## config.mk

```make
export PLATFORM = sky130hd
export DESIGN_NAME = hardstop_seek_sweep_unit
export DESIGN_NICKNAME = d
export VERILOG_FILES = /design/src/sv/hsss_pkg.sv /design/src/sv/hsss_div.sv /design/src/sv/hardstop_seek_sweep_unit.sv
export SDC_FILE = /design/constraint.sdc
export NUM_CORES = 2
export LEC_CHECK = 0
export BUFFER_PORTS_ARGS = -buffer_cell sky130_fd_sc_hd__buf_2
export CAP_MARGIN = 15
export CORE_MARGIN = 4
export CORE_UTILIZATION = 50
export CTS_CLUSTER_SIZE = 8
export DETAILED_ROUTE_END_ITERATION = 10
export GPL_TIMING_DRIVEN = 0
export PLACE_DENSITY = 0.63
export SYNTH_ARGS = -nofsm -noshare
export SYNTH_HDL_FRONTEND = slang
export SYNTH_SLANG_ARGS = --single-unit
```

## constraint.sdc

```tcl
create_clock -name aclk -period 21.6 [get_ports aclk]
set_clock_uncertainty 0.15 [all_clocks]
set_input_delay 4.32 -clock aclk [delete_from_list [all_inputs] [get_ports aclk]]
set_output_delay 4.32 -clock aclk [all_outputs]
set_load 0.1 [all_outputs]
```

## src/sv/hsss_pkg.sv

```systemverilog
// Shared types, widths and codes of the hardstop seek sweep unit.
`default_nettype none

package hsss_pkg;

    localparam int POS_W   = 18;
    localparam int TICK_W  = 16;
    localparam int RAMP_W  = 12;
    localparam int GAIN_W  = 13;
    localparam int PROD_W  = GAIN_W + RAMP_W;
    localparam int CNT_W   = $clog2(GAIN_W + 1);
    localparam int CFG_W   = 16;
    localparam int FAULT_W = 4;

    typedef enum logic [1:0] {
        OP_START = 2'd0,
        OP_TICK  = 2'd1,
        OP_ABORT = 2'd2,
        OP_RSVD  = 2'd3
    } opcode_t;

    typedef enum logic [2:0] {
        ST_IDLE    = 3'd0,
        ST_RUN     = 3'd1,
        ST_STOP    = 3'd2,
        ST_CAP     = 3'd3,
        ST_TIMEOUT = 3'd4,
        ST_FAULT   = 3'd5,
        ST_ABORT   = 3'd6,
        ST_NOFB    = 3'd7
    } status_t;

    typedef enum logic [2:0] {
        CFG_DEADLINE = 3'd0,
        CFG_GRACE    = 3'd1,
        CFG_DWELL    = 3'd2,
        CFG_RAMP     = 3'd3,
        CFG_EPS      = 3'd4,
        CFG_STEP     = 3'd5,
        CFG_LEAD     = 3'd6,
        CFG_KP       = 3'd7
    } cfg_index_t;

    typedef struct packed {
        logic              start;
        logic [GAIN_W-1:0] mult_a;
        logic [RAMP_W-1:0] mult_b;
        logic [RAMP_W-1:0] divisor;
    } div_req_t;

    typedef struct packed {
        logic              done;
        logic [GAIN_W-1:0] quotient;
    } div_rsp_t;

endpackage

`default_nettype wire

```

## src/sv/hsss_div.sv

```systemverilog
// Shared multiply then restoring divide unit: floor(a * b / d) for b < d.
`default_nettype none

module hsss_div
    import hsss_pkg::*;
(
    input  wire logic     aclk,
    input  wire logic     aresetn,
    input  wire div_req_t req,
    output div_rsp_t      rsp
);

    logic              busy_reg, busy_next;
    logic [CNT_W-1:0]  cnt_reg, cnt_next;
    logic [RAMP_W-1:0] rem_reg, rem_next;
    logic [GAIN_W-1:0] quo_reg, quo_next;
    logic [RAMP_W-1:0] divisor_reg, divisor_next;

    logic [PROD_W-1:0] prod;
    logic [RAMP_W:0]   trial;
    logic [RAMP_W:0]   diff;
    logic              ge;

    always_comb begin
        prod  = PROD_W'(req.mult_a) * PROD_W'(req.mult_b);
        trial = {rem_reg, quo_reg[GAIN_W-1]};
        diff  = trial - {1'b0, divisor_reg};
        ge    = (trial >= {1'b0, divisor_reg});

        busy_next    = busy_reg;
        cnt_next     = cnt_reg;
        rem_next     = rem_reg;
        quo_next     = quo_reg;
        divisor_next = divisor_reg;

        if (req.start) begin
            busy_next    = 1'b1;
            cnt_next     = CNT_W'(GAIN_W);
            rem_next     = prod[PROD_W-1:GAIN_W];
            quo_next     = prod[GAIN_W-1:0];
            divisor_next = req.divisor;
        end else if (busy_reg && (cnt_reg != '0)) begin
            cnt_next = cnt_reg - 1'b1;
            rem_next = ge ? diff[RAMP_W-1:0] : trial[RAMP_W-1:0];
            quo_next = {quo_reg[GAIN_W-2:0], ge};
        end else if (busy_reg) begin
            busy_next = 1'b0;
        end
    end

    always_ff @(posedge aclk) begin
        if (!aresetn) begin
            busy_reg    <= 1'b0;
            cnt_reg     <= '0;
            rem_reg     <= '0;
            quo_reg     <= '0;
            divisor_reg <= '0;
        end else begin
            busy_reg    <= busy_next;
            cnt_reg     <= cnt_next;
            rem_reg     <= rem_next;
            quo_reg     <= quo_next;
            divisor_reg <= divisor_next;
        end
    end

    assign rsp.done     = busy_reg && (cnt_reg == '0);
    assign rsp.quotient = quo_reg;

endmodule

`default_nettype wire

```

## src/sv/hardstop_seek_sweep_unit.sv

```systemverilog
// Hardstop seek sweep: sequencer, sweep state and result register.
//
// Usage: each transaction on the s_ channel is one control item (start,
// tick or abort) and yields exactly one transaction on the m_ channel.
// Registers are written through the cfg_ channel (always ready), by the user
// only while the unit is idle; the unit does not enforce this. The unit holds
// one item at a time; s_ready is low from acceptance until the result has
// been loaded into the output register. Each item passes S_RAMP, S_CMD and
// S_EVAL; a tick during the gain/lead ramp also runs two passes of the shared
// multiply-divide unit (13 quotient bits, one per cycle) in S_GAIN and S_LEAD.
// s_ready rises together with m_valid, so an item occupies the input until its
// result is loaded, a wait set by the shared divider and by the receiver.
// The result register lets a new item be accepted while the previous
// result waits; if the receiver stalls, the next result is held internally
// until the output register frees up, then m_valid rises.
// Reset (aresetn low, synchronous) restores register defaults, returns the
// sweep to idle and drops any pending result.
`default_nettype none

module hardstop_seek_sweep_unit
    import hsss_pkg::*;
(
    input  wire logic                      aclk,
    input  wire logic                      aresetn,
    input  wire logic                      cfg_valid,
    output logic                           cfg_ready,
    input  wire logic [2:0]                cfg_index,
    input  wire logic [CFG_W-1:0]          cfg_data,
    input  wire logic                      s_valid,
    output logic                           s_ready,
    input  wire logic [1:0]                s_opcode,
    input  wire logic                      s_feedback_valid,
    input  wire logic signed [POS_W-1:0]   s_measured_position,
    input  wire logic [FAULT_W-1:0]        s_fault_code,
    input  wire logic                      s_direction,
    input  wire logic                      s_limit_enable,
    input  wire logic signed [POS_W-1:0]   s_travel_limit,
    output logic                           m_valid,
    input  wire logic                      m_ready,
    output logic [2:0]                     m_status,
    output logic                           m_command_valid,
    output logic signed [POS_W-1:0]        m_target_position,
    output logic [GAIN_W-1:0]              m_gain_effective,
    output logic signed [POS_W-1:0]        m_stop_position,
    output logic [FAULT_W-1:0]             m_fault_out
);

    localparam int WIDE_W = POS_W + 2;

    typedef enum logic [2:0] {
        S_IDLE,
        S_RAMP,
        S_GAIN,
        S_LEAD,
        S_CMD,
        S_EVAL
    } state_t;

    function automatic logic signed [POS_W-1:0] sat_pos(input logic signed [WIDE_W-1:0] v);
        logic signed [POS_W-1:0] r;
        if ((v[WIDE_W-1:POS_W-1] == '0) || (v[WIDE_W-1:POS_W-1] == '1)) begin
            r = v[POS_W-1:0];
        end else begin
            r = v[WIDE_W-1] ? {1'b1, {(POS_W-1){1'b0}}} : {1'b0, {(POS_W-1){1'b1}}};
        end
        return r;
    endfunction

    // configuration registers
    logic [TICK_W-1:0] deadline_reg, grace_reg, dwell_reg;
    logic [RAMP_W-1:0] ramp_reg, eps_reg, step_reg;
    logic [GAIN_W-1:0] lead_max_reg, kp_reg;

    assign cfg_ready = 1'b1;

    always_ff @(posedge aclk) begin
        if (!aresetn) begin
            deadline_reg <= TICK_W'(1500);
            grace_reg    <= TICK_W'(40);
            dwell_reg    <= TICK_W'(30);
            ramp_reg     <= RAMP_W'(40);
            eps_reg      <= RAMP_W'(82);
            step_reg     <= RAMP_W'(49);
            lead_max_reg <= GAIN_W'(492);
            kp_reg       <= GAIN_W'(160);
        end else if (cfg_valid) begin
            case (cfg_index_t'(cfg_index))
                CFG_DEADLINE: deadline_reg <= cfg_data[TICK_W-1:0];
                CFG_GRACE:    grace_reg    <= cfg_data[TICK_W-1:0];
                CFG_DWELL:    dwell_reg    <= cfg_data[TICK_W-1:0];
                CFG_RAMP:     ramp_reg     <= cfg_data[RAMP_W-1:0];
                CFG_EPS:      eps_reg      <= cfg_data[RAMP_W-1:0];
                CFG_STEP:     step_reg     <= cfg_data[RAMP_W-1:0];
                CFG_LEAD:     lead_max_reg <= cfg_data[GAIN_W-1:0];
                CFG_KP:       kp_reg       <= cfg_data[GAIN_W-1:0];
                default: ;
            endcase
        end
    end

    // sequencer, item latch, sweep state, output register
    state_t                  state_reg, state_next;
    opcode_t                 op_reg, op_next;
    logic                    fb_reg, fb_next;
    logic signed [POS_W-1:0] meas_reg, meas_next;
    logic [FAULT_W-1:0]      fcode_reg, fcode_next;
    logic                    dir_reg, dir_next;
    logic                    lim_en_reg, lim_en_next;
    logic signed [POS_W-1:0] lim_in_reg, lim_in_next;

    logic                    run_reg, run_next;
    logic [TICK_W-1:0]       elapsed_reg, elapsed_next;
    logic signed [POS_W-1:0] cmd_pos_reg, cmd_pos_next;
    logic signed [POS_W-1:0] cur_pos_reg, cur_pos_next;
    logic signed [POS_W-1:0] prog_pos_reg, prog_pos_next;
    logic [TICK_W-1:0]       prog_tick_reg, prog_tick_next;
    logic                    positive_reg, positive_next;
    logic                    limit_act_reg, limit_act_next;
    logic signed [POS_W-1:0] limit_pos_reg, limit_pos_next;

    logic [GAIN_W-1:0]       gain_reg, gain_next;
    logic [GAIN_W-1:0]       lead_reg, lead_next;
    logic signed [POS_W-1:0] cmd_calc_reg, cmd_calc_next;
    logic signed [POS_W-1:0] tgt_reg, tgt_next;

    logic                    m_valid_reg, m_valid_next;
    status_t                 m_status_reg, m_status_next;
    logic                    m_cv_reg, m_cv_next;
    logic signed [POS_W-1:0] m_target_reg, m_target_next;
    logic [GAIN_W-1:0]       m_gain_reg, m_gain_next;
    logic signed [POS_W-1:0] m_stop_reg, m_stop_next;
    logic [FAULT_W-1:0]      m_fault_reg, m_fault_next;

    div_req_t div_req;
    div_rsp_t div_rsp;

    hsss_div u_div (
        .aclk    (aclk),
        .aresetn (aresetn),
        .req     (div_req),
        .rsp     (div_rsp)
    );

    logic                     need_div;
    logic signed [WIDE_W-1:0] cmd_sum, bound, tgt_w;
    logic signed [POS_W-1:0]  cmd_sat, cmd_clamp;
    logic signed [POS_W-1:0]  pos_eff;
    logic signed [WIDE_W-1:0] diff_w, abs_w;
    logic                     moved, capped, stalled, out_free;
    logic [TICK_W-1:0]        ptick_eff, since_prog;

    always_comb begin
        state_next     = state_reg;
        op_next        = op_reg;
        fb_next        = fb_reg;
        meas_next      = meas_reg;
        fcode_next     = fcode_reg;
        dir_next       = dir_reg;
        lim_en_next    = lim_en_reg;
        lim_in_next    = lim_in_reg;
        run_next       = run_reg;
        elapsed_next   = elapsed_reg;
        cmd_pos_next   = cmd_pos_reg;
        cur_pos_next   = cur_pos_reg;
        prog_pos_next  = prog_pos_reg;
        prog_tick_next = prog_tick_reg;
        positive_next  = positive_reg;
        limit_act_next = limit_act_reg;
        limit_pos_next = limit_pos_reg;
        gain_next      = gain_reg;
        lead_next      = lead_reg;
        cmd_calc_next  = cmd_calc_reg;
        tgt_next       = tgt_reg;
        m_valid_next   = m_valid_reg && !m_ready;
        m_status_next  = m_status_reg;
        m_cv_next      = m_cv_reg;
        m_target_next  = m_target_reg;
        m_gain_next    = m_gain_reg;
        m_stop_next    = m_stop_reg;
        m_fault_next   = m_fault_reg;

        div_req.start   = 1'b0;
        div_req.mult_a  = kp_reg;
        div_req.mult_b  = elapsed_reg[RAMP_W-1:0];
        div_req.divisor = ramp_reg;

        need_div = (op_reg == OP_TICK) && run_reg && (elapsed_reg < TICK_W'(ramp_reg));
        out_free = !m_valid_reg || m_ready;

        // command step, limit clamp and lead window
        cmd_sum = positive_reg ? WIDE_W'(cmd_pos_reg) + WIDE_W'(step_reg)
                               : WIDE_W'(cmd_pos_reg) - WIDE_W'(step_reg);
        cmd_sat = sat_pos(cmd_sum);
        cmd_clamp = cmd_sat;
        if (limit_act_reg && !positive_reg && (cmd_sat < limit_pos_reg)) begin
            cmd_clamp = limit_pos_reg;
        end
        if (limit_act_reg && positive_reg && (cmd_sat > limit_pos_reg)) begin
            cmd_clamp = limit_pos_reg;
        end
        bound = positive_reg ? WIDE_W'(cur_pos_reg) + WIDE_W'(lead_reg)
                             : WIDE_W'(cur_pos_reg) - WIDE_W'(lead_reg);
        tgt_w = WIDE_W'(cmd_clamp);
        if (!positive_reg && (tgt_w < bound)) begin
            tgt_w = bound;
        end
        if (positive_reg && (tgt_w > bound)) begin
            tgt_w = bound;
        end

        // feedback, progress, cap and stall
        pos_eff    = fb_reg ? meas_reg : cur_pos_reg;
        diff_w     = WIDE_W'(meas_reg) - WIDE_W'(prog_pos_reg);
        abs_w      = diff_w[WIDE_W-1] ? -diff_w : diff_w;
        moved      = fb_reg && (abs_w > WIDE_W'(eps_reg));
        ptick_eff  = moved ? elapsed_reg : prog_tick_reg;
        since_prog = elapsed_reg - ptick_eff;
        capped     = limit_act_reg && ((!positive_reg && (pos_eff <= limit_pos_reg)) ||
                                       (positive_reg && (pos_eff >= limit_pos_reg)));
        stalled    = (elapsed_reg > grace_reg) && (since_prog > dwell_reg);

        case (state_reg)
            S_IDLE: begin
                if (s_valid) begin
                    op_next     = opcode_t'(s_opcode);
                    fb_next     = s_feedback_valid;
                    meas_next   = s_measured_position;
                    fcode_next  = s_fault_code;
                    dir_next    = s_direction;
                    lim_en_next = s_limit_enable;
                    lim_in_next = s_travel_limit;
                    state_next  = S_RAMP;
                end
            end
            S_RAMP: begin
                if (need_div) begin
                    div_req.start = 1'b1;
                    state_next    = S_GAIN;
                end else begin
                    gain_next  = kp_reg;
                    lead_next  = lead_max_reg;
                    state_next = S_CMD;
                end
            end
            S_GAIN: begin
                if (div_rsp.done) begin
                    gain_next      = div_rsp.quotient;
                    div_req.start  = 1'b1;
                    div_req.mult_a = lead_max_reg;
                    state_next     = S_LEAD;
                end
            end
            S_LEAD: begin
                if (div_rsp.done) begin
                    lead_next  = div_rsp.quotient;
                    state_next = S_CMD;
                end
            end
            S_CMD: begin
                cmd_calc_next = cmd_clamp;
                tgt_next      = sat_pos(tgt_w);
                state_next    = S_EVAL;
            end
            S_EVAL: begin
                if (out_free) begin
                    m_valid_next  = 1'b1;
                    m_status_next = ST_IDLE;
                    m_cv_next     = 1'b0;
                    m_target_next = '0;
                    m_gain_next   = '0;
                    m_stop_next   = '0;
                    m_fault_next  = '0;
                    state_next    = S_IDLE;
                    if (op_reg == OP_START) begin
                        if (!fb_reg) begin
                            run_next      = 1'b0;
                            m_status_next = ST_NOFB;
                        end else begin
                            run_next       = 1'b1;
                            elapsed_next   = '0;
                            cmd_pos_next   = meas_reg;
                            cur_pos_next   = meas_reg;
                            prog_pos_next  = meas_reg;
                            prog_tick_next = '0;
                            positive_next  = dir_reg;
                            limit_act_next = lim_en_reg;
                            limit_pos_next = lim_in_reg;
                            m_status_next  = ST_RUN;
                        end
                    end else if (!run_reg || (op_reg == OP_RSVD)) begin
                        m_status_next = run_reg ? ST_RUN : ST_IDLE;
                    end else if (op_reg == OP_ABORT) begin
                        run_next      = 1'b0;
                        m_status_next = ST_ABORT;
                    end else if (elapsed_reg > deadline_reg) begin
                        run_next      = 1'b0;
                        m_status_next = ST_TIMEOUT;
                    end else begin
                        cmd_pos_next  = cmd_calc_reg;
                        m_cv_next     = 1'b1;
                        m_target_next = tgt_reg;
                        m_gain_next   = gain_reg;
                        if (fb_reg && fcode_reg[FAULT_W-1]) begin
                            run_next      = 1'b0;
                            m_status_next = ST_FAULT;
                            m_fault_next  = fcode_reg;
                        end else begin
                            if (fb_reg) begin
                                cur_pos_next = meas_reg;
                            end
                            if (moved) begin
                                prog_pos_next  = meas_reg;
                                prog_tick_next = elapsed_reg;
                            end
                            if (elapsed_reg != '1) begin
                                elapsed_next = elapsed_reg + 1'b1;
                            end
                            if (capped) begin
                                run_next      = 1'b0;
                                m_status_next = ST_CAP;
                                m_stop_next   = limit_pos_reg;
                            end else if (stalled) begin
                                run_next      = 1'b0;
                                m_status_next = ST_STOP;
                                m_stop_next   = pos_eff;
                            end else begin
                                m_status_next = ST_RUN;
                            end
                        end
                    end
                end
            end
            default: state_next = S_IDLE;
        endcase
    end

    always_ff @(posedge aclk) begin
        if (!aresetn) begin
            state_reg     <= S_IDLE;
            op_reg        <= OP_START;
            fb_reg        <= 1'b0;
            meas_reg      <= '0;
            fcode_reg     <= '0;
            dir_reg       <= 1'b0;
            lim_en_reg    <= 1'b0;
            lim_in_reg    <= '0;
            run_reg       <= 1'b0;
            elapsed_reg   <= '0;
            cmd_pos_reg   <= '0;
            cur_pos_reg   <= '0;
            prog_pos_reg  <= '0;
            prog_tick_reg <= '0;
            positive_reg  <= 1'b0;
            limit_act_reg <= 1'b0;
            limit_pos_reg <= '0;
            gain_reg      <= '0;
            lead_reg      <= '0;
            cmd_calc_reg  <= '0;
            tgt_reg       <= '0;
            m_valid_reg   <= 1'b0;
            m_status_reg  <= ST_IDLE;
            m_cv_reg      <= 1'b0;
            m_target_reg  <= '0;
            m_gain_reg    <= '0;
            m_stop_reg    <= '0;
            m_fault_reg   <= '0;
        end else begin
            state_reg     <= state_next;
            op_reg        <= op_next;
            fb_reg        <= fb_next;
            meas_reg      <= meas_next;
            fcode_reg     <= fcode_next;
            dir_reg       <= dir_next;
            lim_en_reg    <= lim_en_next;
            lim_in_reg    <= lim_in_next;
            run_reg       <= run_next;
            elapsed_reg   <= elapsed_next;
            cmd_pos_reg   <= cmd_pos_next;
            cur_pos_reg   <= cur_pos_next;
            prog_pos_reg  <= prog_pos_next;
            prog_tick_reg <= prog_tick_next;
            positive_reg  <= positive_next;
            limit_act_reg <= limit_act_next;
            limit_pos_reg <= limit_pos_next;
            gain_reg      <= gain_next;
            lead_reg      <= lead_next;
            cmd_calc_reg  <= cmd_calc_next;
            tgt_reg       <= tgt_next;
            m_valid_reg   <= m_valid_next;
            m_status_reg  <= m_status_next;
            m_cv_reg      <= m_cv_next;
            m_target_reg  <= m_target_next;
            m_gain_reg    <= m_gain_next;
            m_stop_reg    <= m_stop_next;
            m_fault_reg   <= m_fault_next;
        end
    end

    assign s_ready           = (state_reg == S_IDLE);
    assign m_valid           = m_valid_reg;
    assign m_status          = m_status_reg;
    assign m_command_valid   = m_cv_reg;
    assign m_target_position = m_target_reg;
    assign m_gain_effective  = m_gain_reg;
    assign m_stop_position   = m_stop_reg;
    assign m_fault_out       = m_fault_reg;

`ifndef SYNTHESIS
    a_one_item_in_flight: assert property (@(posedge aclk) disable iff (!aresetn)
        (s_valid && s_ready) |=> !s_ready)
        else $error("second transaction accepted while an item is in flight");

    a_command_status: assert property (@(posedge aclk) disable iff (!aresetn)
        (m_valid && m_command_valid) |->
        ((m_status_reg == ST_RUN) || (m_status_reg == ST_STOP) ||
         (m_status_reg == ST_CAP) || (m_status_reg == ST_FAULT)))
        else $error("command issued with a status that carries none");

    a_fault_code: assert property (@(posedge aclk) disable iff (!aresetn)
        (m_valid && (m_status_reg == ST_FAULT)) |-> m_fault_out[FAULT_W-1])
        else $error("fault status reported without a fault code");

    a_div_start: assert property (@(posedge aclk) disable iff (!aresetn)
        div_req.start |-> ((state_reg == S_RAMP) || (state_reg == S_GAIN)))
        else $error("divider started outside the ramp sequence");
`endif

endmodule

`default_nettype wire

```

-- After elaboration in Yosys (flattened, before gate mapping)
Cells that the tools add are included.
- add/sub/neg operators: 10
- $mul: 1
- $lt $le $gt $ge: 12
- equality and inequality tests: 29
- muxes and demuxes: 108
- bitwise operators: 1
- reduce and logical (&&, ||, !) cells: 60
- operator list (operator ; number):
    18-bit 2-to-1 mux ; 34
    16-bit 2-to-1 mux ; 13
    13-bit 2-to-1 mux ; 10
    20-bit 2-to-1 mux ; 5
    13-bit one-hot mux with 2 select lines ; 2
    16-bit > comparator ; 3
    12-bit 2-to-1 mux ; 3
    3-bit 2-to-1 mux ; 11
    4-bit 2-to-1 mux ; 7
    13-bit by 12-bit multiplier with 25-bit output ; 1
    3-bit equality test (second input constant) ; 8
    2-bit inequality test (second input constant) ; 11
    20-bit by 12-bit > comparator with 1-bit output ; 1
    20-bit > comparator ; 1
    18-bit by 20-bit less-than comparator with 1-bit output ; 1
    19-bit negation with 20-bit output ; 1
    2-bit AND reduction ; 10
    18-bit by 13-bit adder with 19-bit output ; 1
    18-bit by 14-bit adder with 19-bit output ; 1
    18-bit by 13-bit subtractor with 19-bit output ; 1
    18-bit by 14-bit subtractor with 19-bit output ; 1
    18-bit by 18-bit subtractor with 19-bit output ; 1
    18-bit >= comparator ; 1
    18-bit > comparator ; 1
    34 further kinds ; 92
- flip-flop bits (word level): 427
- bits of input ports: 69
- output and inout bits: 60
- logic and storage cells: 263

-- Depth between registers and ports, before layout
- word-level depth: 18
- depth in mapped cells: 55
- mapped depth without buffers: 51

-- Hierarchy
From an unflattened synthesis, not the netlist that was laid out.
- cell total of the unflattened synthesis: 3953
- area, all modules: 31465.2 µm²
- modules (own cells, without submodules) (module ; times used ; cells an instance ; area each (µm²) ; seq. area each (µm²)):
    hardstop_seek_sweep_unit ; 1 ; 3025 ; 23911.7 ; 7707.4
    hsss_div ; 1 ; 928 ; 7553.5 ; 840.8

-- Least setup slack after synthesis
OpenSTA, ideal clock, no wires.
- path type: register to register
- from: register positive_reg
- to: register tgt_reg[16]
- setup time: 0.122 ns
- arrival: 10.851 ns
- data required time: 21.328 ns
- slack: 10.477 ns
- stages on the path, launching flop included: 47
- path buffers: 7
- clock period less this slack: 11.123 ns
- cells stage by stage: dfxtp_1 > clkbuf_1 > buf_1 > mux2_2 > inv_1 > fa_1 > nor2b_1 > o21ai_0 > a2111oi_0 > nor2_1 > a2111oi_0 > o21ai_0 > a21oi_1 > clkbuf_1 > o21ai_0 > ha_1 > nand3_1 > or2_2 > [... 11 more ...] > nor2_1 > nand3_1 > or4_1 > o21ai_1 > clkbuf_1 > mux2i_1 > ha_1 > a21o_1 > a21o_1 > a21oi_1 > o21ai_0 > a2111oi_0 > a21boi_0 > nor3_1 > clkbuf_1 > a31oi_1 > o2bb2ai_1 > a221o_1
- cells in the longest elaborated chain, start to end: 17
- elaborated cells on any way between the ends: 27
- those cells by class: 4 x order compare; 2 x eq/ne; 10 x mux; 11 x reduce/logical
- RTL lines (element ; RTL line ; source):
    start: declaration ; hardstop_seek_sweep_unit.sv:117 ; logic positive_reg, positive_next;
    start signal: assignment ; hardstop_seek_sweep_unit.sv:382 ; positive_reg <= positive_next;
    20-bit 2-to-1 mux ; hardstop_seek_sweep_unit.sv:191 ; cmd_sum = positive_reg ? WIDE_W'(cmd_pos_reg) + WIDE_W'(step_reg)
    3-bit equality test or 3-bit zero test (tied branches) ; hardstop_seek_sweep_unit.sv:61 ; if ((v[WIDE_W-1:POS_W-1] == '0) || (v[WIDE_W-1:POS_W-1] == '1)) begin
    1-bit logical OR ; hardstop_seek_sweep_unit.sv:61 ;
    18-bit 2-to-1 mux ; hardstop_seek_sweep_unit.sv:61 ;
    18-bit less-than comparator ; hardstop_seek_sweep_unit.sv:195 ; if (limit_act_reg && !positive_reg && (cmd_sat < limit_pos_reg)) begin
    1-bit logical AND ; hardstop_seek_sweep_unit.sv:195 ;
    18-bit 2-to-1 mux ; hardstop_seek_sweep_unit.sv:195 ;
    18-bit 2-to-1 mux * ; hardstop_seek_sweep_unit.sv:198 ; if (limit_act_reg && positive_reg && (cmd_sat > limit_pos_reg)) begin
    via cmd_clamp[13] ; hardstop_seek_sweep_unit.sv:146 ; logic signed [POS_W-1:0] cmd_sat, cmd_clamp;
    [... 1 more ...] ; n/a ;
    1-bit logical AND ; hardstop_seek_sweep_unit.sv:204 ; if (!positive_reg && (tgt_w < bound)) begin
    20-bit 2-to-1 mux * ; hardstop_seek_sweep_unit.sv:204 ;
    20-bit > comparator ; hardstop_seek_sweep_unit.sv:207 ; if (positive_reg && (tgt_w > bound)) begin
    1-bit logical AND ; hardstop_seek_sweep_unit.sv:207 ;
    20-bit 2-to-1 mux * ; hardstop_seek_sweep_unit.sv:207 ;
    3-bit equality test or 3-bit zero test (tied branches) ; hardstop_seek_sweep_unit.sv:61 ;
    1-bit logical OR ; hardstop_seek_sweep_unit.sv:61 ;
    18-bit 2-to-1 mux * ; hardstop_seek_sweep_unit.sv:61 ;
    end signal: assignment ; hardstop_seek_sweep_unit.sv:388 ; tgt_reg <= tgt_next;
    end: declaration ; hardstop_seek_sweep_unit.sv:124 ; logic signed [POS_W-1:0] tgt_reg, tgt_next;
Mark *: on every way through the listed nets, which the timed path passes. The rest lies on a longest branch.
A chain may end at the register's enable or synchronous reset.

-- Worst setup path in the final report
Same ends and word-level chain as after synthesis.

==> summary by stage <==
Power and ir drop
Across the VDD grid, the largest voltage drop is 0.0589 mV. Of the total power, the share spent switching nets is 0.334. The leakage power total is 14.4 nW.

In this run the power spent charging and discharging nets is 0.793 mW. The share of total power dissipated in combinational logic is 0.283. The part of the power in the clock network is 0.362. In this run the power density over the cells is 70.2 nW/µm². The internal portion of total power is 1.58 mW.

The portion of total power attributed to sequential cells is 0.355. Overall power consumption after layout is estimated at 2.38 mW.

Detailed routing
The total DRC errors in the routed layout is 0. After detailed routing, the total wire length is 101000 µm. Using the TritonRoute via totals, the vias-per-cell ratio works out to 5.77. The first TritonRoute pass finished after 5 iterations. The routed layout has 27700 vias. After detailed routing, the average wire length per cell comes to 21.0 µm.

The first-iteration detailed-routing DRC count is 2159. The number of nets with antenna violations after detailed routing is 0.

Setup path
The most repeated library cell on the critical path is sky130_fd_sc_hd__clkbuf_1. The biggest fanout along the worst timing path is 10. The slowest stage of the critical path belongs to the cell sky130_fd_sc_hd__nor3_1. Data arrives at the worst endpoint at 14.93 ns. The element type at the critical path start is a flip-flop. For this run, the slowest stage of the critical path takes 0.67 ns.

At the worst endpoint, the required time is 21.95 ns. The critical path is of the flip-flop to flip-flop type. The critical path capture point type is a flip-flop. The number of cell instances on the worst register-to-register path is 46.

Final layout
The final layout contains 4486 nets. Leaving out fill and tap cells, the most frequent cell in the layout is sky130_fd_sc_hd__nand2_1. The count of fill cells added during filler insertion is 5878.

The top cell types in the final layout, fill and taps aside, are sky130_fd_sc_hd__nand2_1 (659), sky130_fd_sc_hd__dfxtp_1 (427), sky130_fd_sc_hd__inv_1 (322). The synthesis-to-finish area growth is 10.4%. In the final layout, the share of cells above drive strength 1 is 0.0712.

Clocking
In this run the clock root is driven by a sky130_fd_sc_hd__clkbuf_16. The maximum buffer depth of the clock tree is 3. The tree built by TritonCTS fans out to 427 sinks. After clock tree synthesis, the setup repair step added 0 buffers. The TritonCTS clock tree is built.

The clock-pin slew of the registers on the worst-case setup and hold paths is 0.05 ns. The CTS buffer count is 60. Once the clock tree was built, the resizer swapped 0 gates to a different size.

The later pin in the worst-skew pair is clocked with a latency of 0.63 ns. The number of hold buffers added after CTS was 0. The clock tree synthesis step divided the H-tree into 2 levels.

Place
Port buffering added 111 buffers. Routability-driven placement finished with a final weighted congestion of 0.942. The post-placement setup slack is 7.36 ns.

Detailed placement finished with a half-perimeter wire length of 79000 µm.

Outcome
The run finished with clean final reports.

Logic synthesis
In this run, synthesis inferred 0 flip-flops with an integrated enable. The Yosys step of the flow raised 0 warnings. The number of nets produced by synthesis is 4311. The average instance in the mapped netlist occupies 8.00 µm². Synthesis produced a netlist whose cell count is 3833. The number of storage elements in the synthesis netlist is 427.

After synthesis, the netlist uses 87 different library cells. The most common flop cell mapped by yosys is sky130_fd_sc_hd__dfxtp_1. The synthesized cell area is 30700 µm². The share of the Yosys chip area taken by registers is 0.279. In the synthesized netlist the async set-or-reset flop fraction comes to 0.

Die
The floorplan die width is 256 µm. The initial utilization of the core area, before any placement, comes to 0.506. The placeable core region is 60600 µm². The vertical die dimension is 256 µm. The die covers 65400 µm². The number of top-level pins is 129. Row generation in the floorplan step produced 90 rows.

STA
The routed design could run at a clock period as short as 14.57 ns. The final number of setup-violating endpoints is 0. The ratio of final minimum period to clock period is 0.675. Setup repair after global routing left no endpoint under its margin. The transition time of the tightest slew-check pin is 1.25 ns. The final number of hold-violating endpoints is 0. The tightest hold path in the finished design has a slack of 0.294 ns.

In this run the tightest slew margin relative to its limit is 0.162. The number of pins exceeding their max-slew limit in the final report is 0. Static timing analysis puts the maximum clock frequency at 68.6 MHz.

The smallest setup slack after layout is 7.03 ns. In the final timing run, aggregate negative setup slack is 0 ns.

Job
Max-cap violations in this run came to 0.

GRT
The number of antenna violations at the first check in global routing is 2. The total congestion overflow after global routing is 0. The number of global-route vias before repair is 26400. Entering global routing, the biggest net connects 17 pins. For this run, the total global-route usage over all layers was measured as 0.298. The first global-routing pass estimated 154000 µm of wire.

Worst hold path
The worst min-delay path class is flip-flop to flip-flop. The cell depth of the worst min-delay path is 2.
## path summary, 6_finish.rpt
check / end / startpoint / slack, ns
min reg2reg: m_stop_position[5] / m_stop_position[5] / 0.29
min: m_stop_position[5] / m_stop_position[5] / 0.29
max: tgt_reg[16] / positive_reg / 7.03
max reg2reg: tgt_reg[16] / positive_reg / 7.03
## cells in the mapped netlist, drive strengths merged, types with 5 or more instances
cell	instances	area [µm²]
a2111oi	8	88.8
a211o	5	43.8
a211oi	44	353
a21boi	12	90.1
a21o	80	601
a21oi	313	1570
a221oi	8	76.3
a22o	16	140
a22oi	58	435
a311oi	35	313
a31o	5	43.8
a31oi	20	125
a41oi	6	52.6
and2	56	350
and3	7	43.8
buf	14	81.3
clkbuf	197	754
dfxtp	427	8550
fa	115	2300
ha	294	3680
inv	323	1210
mux2	42	473
mux2i	87	871
nand2	659	2470
nand2b	30	188
nand3	63	328
nand4	33	206
nor2	305	1140
nor2b	39	244
nor3	59	295
nor3b	9	67.6
nor4	15	130
o2111ai	5	43.8
o211ai	33	248
o21a	37	278
o21ai	125	629
o21bai	12	90.1
o221a	14	158
o22ai	5	31.3
o31ai	12	95.1
or2	10	62.6
or3	15	93.8
xnor2	77	674
xor2	55	482
## cell families after synthesis
family | after synthesis | share of synthesized area
simple gates | 1312 | 0.187
compound gates | 885 | 0.190
buf+inv | 534 | 0.0668
flops | 427 | 0.279
fa+ha+maj | 413 | 0.196
xor+xnor | 132 | 0.0377
mux | 129 | 0.0438
other cells | 1 | 0.000122
## power groups by stage
stage	clock network (mW)	registers, mW	logic [mW]
floorplan	0	0.848	0.499
global placement	0	0.859	0.656
detailed placement	0	0.860	0.659
CTS	0.866	0.844	0.664
global route	0.897	0.846	0.748
finish	0.860	0.844	0.673
## area by class of cell
type                    instances  area [µm²]  share of cell area
repair buffers                113         572              0.0169
flip-flops and latches        427        8550               0.252
clock buffers                  68        1580              0.0467
clock inverters                 3        45.0             0.00133
plain buffers                 211         836              0.0247
inverters                     323        1210              0.0358
multi-input cells            2872       20100               0.593
diodes                          1        2.50           0.0000739
well taps                     782         978              0.0289
## per-layer routing
metal	GRT usage	vias to the layer above	routed length, µm
met2	0.498	790	46700
met4	0.140	0	5590
met1	0.385	13200	43300
met5	0	-	0
met3	0.0371	221	5070
li1	-	13500	-
## stage by stage
step                      instance area [µm²]   util  instances
after CTS                               33900  0.559       4798
after detailed placement                32200  0.532       4727
final                                   33900  0.559       4800
after floorplan                         30700      -       3833
after global placement                  32200  0.532       4726
after global routing                    33900  0.559       4800
## critical path, delay by kind of cell (launching register included)
family          cells  cell delay (ns)
fa+ha+maj           4             1.37
mux                 2             0.55
compound gates     20             5.52
simple gates       11             2.71
buf+inv             9             3.65
flops               1             0.47
Power figures use the tool's default switching activity.
